[config.mk]
export PLATFORM = sky130hd
export DESIGN_NAME = positioned_char_frame_to_ansi_cursor_unit
export DESIGN_NICKNAME = d
export VERILOG_FILES = /design/src/sv/pcfa_pkg.sv /design/src/sv/pcfa_front.sv /design/src/sv/pcfa_queue.sv /design/src/sv/pcfa_back.sv /design/src/sv/positioned_char_frame_to_ansi_cursor_unit.sv
export SDC_FILE = /design/constraint.sdc
export NUM_CORES = 1
export LEC_CHECK = 0
export BUFFER_PORTS_ARGS = -buffer_cell sky130_fd_sc_hd__buf_2
export CORE_MARGIN = 1
export CORE_UTILIZATION = 35
export CTS_BUF_LIST = sky130_fd_sc_hd__clkbuf_16
export CTS_CLUSTER_SIZE = 10
export DETAILED_ROUTE_END_ITERATION = 7
export PLACE_DENSITY = 0.59
export SYNTH_ARGS = -nofsm -noshare
export SYNTH_HDL_FRONTEND = slang
export SYNTH_SLANG_ARGS = --single-unit
[constraint.sdc]
create_clock -name clk_i -period 12.7 [get_ports clk_i]
set_clock_uncertainty 0.15 [all_clocks]
set_input_delay 1.905 -clock clk_i [delete_from_list [all_inputs] [get_ports clk_i]]
set_output_delay 1.905 -clock clk_i [all_outputs]
set_load 0.01 [all_outputs]
[src/sv/pcfa_pkg.sv]
// Package with the types, constants and digit function of the cursor escape unit.
`timescale 1ns / 1ps
`default_nettype none
package pcfa_pkg;

  localparam logic [7:0] FRAME_MARK = 8'hFF;
  localparam logic [7:0] ESC_CHAR   = 8'h1B;
  localparam logic [7:0] LBRACK     = 8'h5B;
  localparam logic [7:0] SEMI_CHAR  = 8'h3B;
  localparam logic [7:0] CUP_CHAR   = 8'h48;
  localparam logic [3:0] DIGIT_HI   = 4'h3;

  // The queue depth must be a power of two so that the pointers wrap.
  localparam int QDEPTH = 4;
  localparam int QAW    = $clog2(QDEPTH);
  localparam int QCW    = $clog2(QDEPTH + 1);

  typedef enum logic [1:0] {
    PH_IDLE,
    PH_COLUMN,
    PH_ROW,
    PH_CHAR
  } phase_e;

  typedef enum logic [3:0] {
    ST_ESC,
    ST_LBRACK,
    ST_ROW_H,
    ST_ROW_T,
    ST_ROW_U,
    ST_SEMI,
    ST_COL_H,
    ST_COL_T,
    ST_COL_U,
    ST_CUP,
    ST_CHAR
  } step_e;

  typedef struct packed {
    logic       is_frame;
    logic [7:0] char_byte;
    logic [7:0] row_byte;
    logic [7:0] column_byte;
  } cmd_t;

  typedef struct packed {
    logic [3:0] hundreds;
    logic [3:0] tens;
    logic [3:0] units;
  } digits_t;

  // Splits a byte into three decimal digits; tens use a reciprocal multiply.
  function automatic digits_t dec3(input logic [7:0] v);
    digits_t    d;
    logic [7:0] rem8;
    logic [6:0] rem;
    logic [14:0] prod;
    logic [7:0] tens10;
    if (v >= 8'd200) begin
      d.hundreds = 4'd2;
      rem8 = v - 8'd200;
    end else if (v >= 8'd100) begin
      d.hundreds = 4'd1;
      rem8 = v - 8'd100;
    end else begin
      d.hundreds = 4'd0;
      rem8 = v;
    end
    rem = rem8[6:0];
    prod = 15'(rem) * 15'd205;
    d.tens = prod[14:11];
    tens10 = 8'(d.tens) * 8'd10;
    rem8 = {1'b0, rem} - tens10;
    d.units = rem8[3:0];
    return d;
  endfunction

endpackage
`default_nettype wire

[src/sv/pcfa_front.sv]
// Front end: accepts input items, tracks the frame phase and queues commands.
`timescale 1ns / 1ps
`default_nettype none
module pcfa_front
  import pcfa_pkg::*;
(
  input  logic       clk_i,
  input  logic       rst_ni,
  input  logic       in_valid_i,
  output logic       in_stall_o,
  input  logic [7:0] in_byte_i,
  input  logic       q_full_i,
  output logic       push_o,
  output cmd_t       push_cmd_o
);

  phase_e     phase_q, phase_d;
  logic [7:0] column_q, column_d;
  logic [7:0] row_q, row_d;
  logic       accept;

  assign in_stall_o = q_full_i;
  assign accept     = in_valid_i && !q_full_i;

  always_comb begin
    phase_d  = phase_q;
    column_d = column_q;
    row_d    = row_q;
    if (accept) begin
      unique case (phase_q)
        PH_IDLE: begin
          if (in_byte_i == FRAME_MARK) begin
            phase_d = PH_COLUMN;
          end
        end
        PH_COLUMN: begin
          column_d = in_byte_i;
          phase_d  = PH_ROW;
        end
        PH_ROW: begin
          row_d   = in_byte_i;
          phase_d = PH_CHAR;
        end
        PH_CHAR: begin
          phase_d = PH_IDLE;
        end
        default: begin
          phase_d = PH_IDLE;
        end
      endcase
    end
  end

  always_comb begin
    push_o                 = 1'b0;
    push_cmd_o.is_frame    = (phase_q == PH_CHAR);
    push_cmd_o.char_byte   = in_byte_i;
    push_cmd_o.row_byte    = row_q;
    push_cmd_o.column_byte = column_q;
    unique case (phase_q)
      PH_IDLE: begin
        push_o = accept && (in_byte_i != FRAME_MARK);
      end
      PH_CHAR: begin
        push_o = accept;
      end
      default: begin
        push_o = 1'b0;
      end
    endcase
  end

  always_ff @(posedge clk_i or negedge rst_ni) begin
    if (!rst_ni) begin
      phase_q  <= PH_IDLE;
      column_q <= 8'd0;
      row_q    <= 8'd0;
    end else begin
      phase_q  <= phase_d;
      column_q <= column_d;
      row_q    <= row_d;
    end
  end

endmodule
`default_nettype wire

[src/sv/pcfa_queue.sv]
// Short command queue between the front end and the sequencer.
`timescale 1ns / 1ps
`default_nettype none
module pcfa_queue
  import pcfa_pkg::*;
(
  input  logic clk_i,
  input  logic rst_ni,
  input  logic push_i,
  input  cmd_t push_cmd_i,
  output logic full_o,
  output logic head_valid_o,
  output cmd_t head_o,
  input  logic pop_i
);

  cmd_t           entry_q [QDEPTH];
  logic [QAW-1:0] wr_ptr_q;
  logic [QAW-1:0] rd_ptr_q;
  logic [QCW-1:0] count_q;
  logic           do_push;
  logic           do_pop;

  assign full_o       = (count_q == QCW'(QDEPTH));
  assign head_valid_o = (count_q != '0);
  assign head_o       = entry_q[rd_ptr_q];
  assign do_push      = push_i && !full_o;
  assign do_pop       = pop_i && head_valid_o;

  always_ff @(posedge clk_i) begin
    if (do_push) begin
      entry_q[wr_ptr_q] <= push_cmd_i;
    end
  end

  always_ff @(posedge clk_i or negedge rst_ni) begin
    if (!rst_ni) begin
      wr_ptr_q <= '0;
      rd_ptr_q <= '0;
      count_q  <= '0;
    end else begin
      if (do_push) begin
        wr_ptr_q <= wr_ptr_q + 1'b1;
      end
      if (do_pop) begin
        rd_ptr_q <= rd_ptr_q + 1'b1;
      end
      if (do_push && !do_pop) begin
        count_q <= count_q + 1'b1;
      end else if (do_pop && !do_push) begin
        count_q <= count_q - 1'b1;
      end
    end
  end

endmodule
`default_nettype wire

[src/sv/pcfa_back.sv]
// Back end: sequences the output bytes of each command into the output register.
`timescale 1ns / 1ps
`default_nettype none
module pcfa_back
  import pcfa_pkg::*;
(
  input  logic       clk_i,
  input  logic       rst_ni,
  input  logic       head_valid_i,
  input  cmd_t       head_i,
  output logic       pop_o,
  output logic       out_valid_o,
  input  logic       out_stall_i,
  output logic [7:0] out_byte_o,
  output logic       out_last_o
);

  step_e      step_q, step_d;
  logic       out_valid_q;
  logic [7:0] out_byte_q;
  logic       out_last_q;
  logic       load;
  logic [7:0] byte_d;
  logic       last_d;
  digits_t    row_dig;
  digits_t    col_dig;

  assign load    = head_valid_i && (!out_valid_q || !out_stall_i);
  assign row_dig = dec3(head_i.row_byte);
  assign col_dig = dec3(head_i.column_byte);

  always_comb begin
    step_d = step_q;
    if (load && head_i.is_frame) begin
      unique case (step_q)
        ST_ESC:    step_d = ST_LBRACK;
        ST_LBRACK: step_d = ST_ROW_H;
        ST_ROW_H:  step_d = ST_ROW_T;
        ST_ROW_T:  step_d = ST_ROW_U;
        ST_ROW_U:  step_d = ST_SEMI;
        ST_SEMI:   step_d = ST_COL_H;
        ST_COL_H:  step_d = ST_COL_T;
        ST_COL_T:  step_d = ST_COL_U;
        ST_COL_U:  step_d = ST_CUP;
        ST_CUP:    step_d = ST_CHAR;
        ST_CHAR:   step_d = ST_ESC;
        default:   step_d = ST_ESC;
      endcase
    end
  end

  always_comb begin
    byte_d = head_i.char_byte;
    last_d = 1'b1;
    if (head_i.is_frame) begin
      last_d = 1'b0;
      unique case (step_q)
        ST_ESC:    byte_d = ESC_CHAR;
        ST_LBRACK: byte_d = LBRACK;
        ST_ROW_H:  byte_d = {DIGIT_HI, row_dig.hundreds};
        ST_ROW_T:  byte_d = {DIGIT_HI, row_dig.tens};
        ST_ROW_U:  byte_d = {DIGIT_HI, row_dig.units};
        ST_SEMI:   byte_d = SEMI_CHAR;
        ST_COL_H:  byte_d = {DIGIT_HI, col_dig.hundreds};
        ST_COL_T:  byte_d = {DIGIT_HI, col_dig.tens};
        ST_COL_U:  byte_d = {DIGIT_HI, col_dig.units};
        ST_CUP:    byte_d = CUP_CHAR;
        ST_CHAR: begin
          byte_d = head_i.char_byte;
          last_d = 1'b1;
        end
        default: begin
          byte_d = head_i.char_byte;
          last_d = 1'b1;
        end
      endcase
    end
    pop_o = load && last_d;
  end

  always_ff @(posedge clk_i or negedge rst_ni) begin
    if (!rst_ni) begin
      step_q      <= ST_ESC;
      out_valid_q <= 1'b0;
    end else begin
      step_q <= step_d;
      if (load) begin
        out_valid_q <= 1'b1;
      end else if (!out_stall_i) begin
        out_valid_q <= 1'b0;
      end
    end
  end

  always_ff @(posedge clk_i) begin
    if (load) begin
      out_byte_q <= byte_d;
      out_last_q <= last_d;
    end
  end

  assign out_valid_o = out_valid_q;
  assign out_byte_o  = out_byte_q;
  assign out_last_o  = out_last_q;

endmodule
`default_nettype wire

[src/sv/positioned_char_frame_to_ansi_cursor_unit.sv]
// Top level of the positioned-character to cursor escape sequence unit.
// Input channel: in_valid_i / in_stall_o with one byte per item on in_byte_i.
// A byte other than 0xFF outside a frame passes through as one output item.
// 0xFF opens a frame of marker, column, row and character; the character
// produces ESC '[' row(3 digits) ';' column(3 digits) 'H' character.
// Output channel: out_valid_o / out_stall_i with out_byte_o and out_last_o;
// out_last_o marks the final byte produced for one input item.
// A pushed command is written into the queue, then loaded into the output register.
// The output sequencer emits one byte per cycle while the receiver does not
// stall, so a full frame of four input items produces eleven output bytes.
// Input items are accepted every cycle while the four-entry command queue
// has room; the queue fills only while the sequencer is busy or stalled.
// When the receiver stalls, the output register holds its byte and the
// queue absorbs new commands until full, then in_stall_o rises.
// Reset clears the frame phase, coordinates, queue and output valid.
`timescale 1ns / 1ps
`default_nettype none
module positioned_char_frame_to_ansi_cursor_unit
  import pcfa_pkg::*;
(
  input  logic       clk_i,
  input  logic       rst_ni,
  input  logic       in_valid_i,
  output logic       in_stall_o,
  input  logic [7:0] in_byte_i,
  output logic       out_valid_o,
  input  logic       out_stall_i,
  output logic [7:0] out_byte_o,
  output logic       out_last_o
);

  logic q_full;
  logic push;
  cmd_t push_cmd;
  logic head_valid;
  cmd_t head;
  logic pop;

  pcfa_front u_front (
    .clk_i      (clk_i),
    .rst_ni     (rst_ni),
    .in_valid_i (in_valid_i),
    .in_stall_o (in_stall_o),
    .in_byte_i  (in_byte_i),
    .q_full_i   (q_full),
    .push_o     (push),
    .push_cmd_o (push_cmd)
  );

  pcfa_queue u_queue (
    .clk_i        (clk_i),
    .rst_ni       (rst_ni),
    .push_i       (push),
    .push_cmd_i   (push_cmd),
    .full_o       (q_full),
    .head_valid_o (head_valid),
    .head_o       (head),
    .pop_i        (pop)
  );

  pcfa_back u_back (
    .clk_i        (clk_i),
    .rst_ni       (rst_ni),
    .head_valid_i (head_valid),
    .head_i       (head),
    .pop_o        (pop),
    .out_valid_o  (out_valid_o),
    .out_stall_i  (out_stall_i),
    .out_byte_o   (out_byte_o),
    .out_last_o   (out_last_o)
  );

endmodule
`default_nettype wire

==> results.txt <==
Htree depth = 4
All-Layer GR Usage = 14.7%
Die footprint = 24,100 µm²
Largest net degree at the start of global routing = 32
Post-Route WL = 16.3 mm
Hold Path Origin = u_back.out_valid_o
Number of synthesized register bits = 139
Initial antenna violation count = 0
Post-route ant nets = 0
Initial DRC Count = 312
Layout cells sized above 1 = 17.6%
RSZ-0062 raised after global routing = false
Most frequent CP cell = ha_1
Max stage delay on crit path = 0.77 ns
Number of global-route vias before repair = 5,326
Die Wd = 155 µm
Slew @ Worst Pin = 0.888 ns
Final hold vios = 0
Vias = 4,909
Yosys top cell area share = 39.8%
IO buf count = 22
Fin crit share = 63.0%
Dpl cells = 952
Initial core utilization = 36.0%
Fmax = 125 MHz
Netlist Area Pre-Place = 8230 µm²
Post-Synthesis Net Count = 740
Arrival time worst endpoint = 8.01 ns
CTS tree = yes
Row cnt = 55
Period minus WS final = 8.00 ns
Post-synth EDFFs = 109
Yosys cell types = 67
Metal-1 WL = 7.12 mm
CP Capture Type = flip-flop
Hpwl dp = 12.1 mm
RR Endpoint = u_back.out_byte_o[3]
Fin. max-slew vios = 0
Top post-synthesis cells by area = edfxtp_1, ha_1, dfrtp_1
RePlAce Congestion = 0.868
CP max stage cell = dfrtp_1
GR Overflow Total = 0
Num CTS Buffers = 17
Required @ worst endpoint = 12.71 ns
Number of setup buffers added after CTS = 0
Most used DFF post-synth = edfxtp_1
Vias/cell = 4.99
Fillers = 2,161
WP depth = 28
CTS-repair resized insts = 0
Ports = 23
Most frequent cells in the layout = edfxtp_1, ha_1, inv_1
Hold_buf cts = 0
Setup TNS = 0 ns
CTS clk-pin slew, worst paths = 0.06 ns
Setup CP Type = flip-flop to flip-flop
Sequential element share of the synthesized area = 48.9%
Worst Hold Depth = 2
Clock root buffer = clkbuf_16
Asr flop ratio synth = 21.6%
Warnings, synthesis = 0
Router iterations before antenna repair = 4
Leading area contributor after synthesis = edfxtp_1
Syn-to-layout area delta = 12.6%
Max-slew headroom = 40.7%
Largest fanout on the critical path = 18
Sink Count = 139
CP startpoint kind = flip-flop
Fin nets = 780
Met2 routed WL = 8.30 mm
Reg2reg setup slack = 4.70 ns
Global-route wire length before repair = 27.0 mm
DR top layer = met4
Final Non-Filler Cells = 984
Core ar. = 22,800 µm²
Syn_area_per_cell = 13.3 µm²
Max-cap violations = 0
Outcome = finished clean
Worst R2R Path Depth = 28
Die Y = 155 µm
Antenna diodes = 0
DRC errors left = 0
Clock tree buffer depth = 2
R2R Path Start = u_queue.rd_ptr_q[1]
Largest delay contributor family on the critical path = adder cells
Routed wl met3 = 670 µm
Worst Hold Endpoint = u_back.out_valid_o
Worst path bufs/invs = 2
Wire per inst = 16.6 µm
Cells after Synth = 618
Final Setup Violations = 0
Worst hold path class = flip-flop to flip-flop
Clock latency on the worst-skew pair = 0.42 ns
Commonest non-fill, non-tap cell in the layout = edfxtp_1
-- worst max-delay path by stage --
stage / slack, ns / startpoint / end
finish: 4.70 / u_queue.rd_ptr_q[1] / u_back.out_byte_o[3]
detailed placement: 4.60 / u_queue.rd_ptr_q[1] / u_back.out_byte_o[3]
floorplan: 5.57 / u_queue.rd_ptr_q[0] / u_back.out_byte_o[3]
global placement: 4.69 / u_queue.rd_ptr_q[1] / u_back.out_byte_o[3]
global route: 4.11 / u_queue.rd_ptr_q[1] / u_back.out_byte_o[3]
CTS: 4.60 / u_queue.rd_ptr_q[1] / u_back.out_byte_o[3]
-- state kept, by name (all words and copies together), names as in the netlist, 3 cells and up --
register,flops
u_queue.entry_q,100
u_back.out_byte_o,8
u_front.column_q,8
u_front.row_q,8
u_back.step_q,4
u_queue.count_q,3
-- per-stage QoR --
| step | setup WS (ns) | util (%) | cell area (µm²) | hold WS [ns] |
|---|---|---|---|---|
| 2_1_floorplan | 5.57 | - | 8230 | 0.306 |
| 3_3_place_gp | 4.69 | 38.3 | 8740 | 0.322 |
| 3_5_place_dp | 4.60 | 38.3 | 8740 | 0.338 |
| 4_1_cts | 4.60 | 40.6 | 9270 | 0.348 |
| 5_1_grt | 4.11 | 40.6 | 9270 | 0.369 |
| 6_report | 4.70 | 40.6 | 9270 | 0.348 |
-- synth_stat cells, types with 7 or more instances --
cell type,n
nor3_1,9
mux2_2,19
fa_1,19
edfxtp_1,109
a21o_1,9
nor2_1,35
nand3_1,8
and2_1,9
mux4_2,23
inv_1,56
nor2b_1,7
a21oi_1,17
o21ai_0,19
xor2_1,8
ha_1,91
dfrtp_1,30
nand2_1,39
xnor2_1,18
-- routing by layer --
metal | up-vias | track usage (%)
met2 | 95 | 25.8
met4 | 0 | 5.00
met1 | 2428 | 17.9
li1 | 2370 | -
met5 | - | 0
met3 | 16 | 2.95
-- worst min-delay path, stage by stage, from the launching register on --
cell	delay, ns
dfrtp_1	0.36
nand2_1	0.06
nand2_1	0.05
-- area by class of cell --
cell class / count / area [µm²] / area share (%)
well taps: 313 / 392 / 4.23
clock buffers: 17 / 425 / 4.59
multi-input cells: 414 / 3950 / 42.6
clock inverters: 15 / 101 / 1.09
inverters: 57 / 214 / 2.31
flip-flops and latches: 139 / 4030 / 43.4
repair buffers: 29 / 163 / 1.76
-- logic make-up after synthesis --
logic type               synth area share, %
flip-flops                              48.9
AND/OR/NAND/NOR                         7.81
adder cells (fa/ha/maj)                 18.5
AO/OA/AOI/OAI                           8.34
buffers and inverters                   3.18
multiplexers                            10.0
XOR/XNOR                                3.31
Power is left out: the tool's default activity adds up to more than one toggle a clock period on the data nets, which glitch-free logic cannot reach.
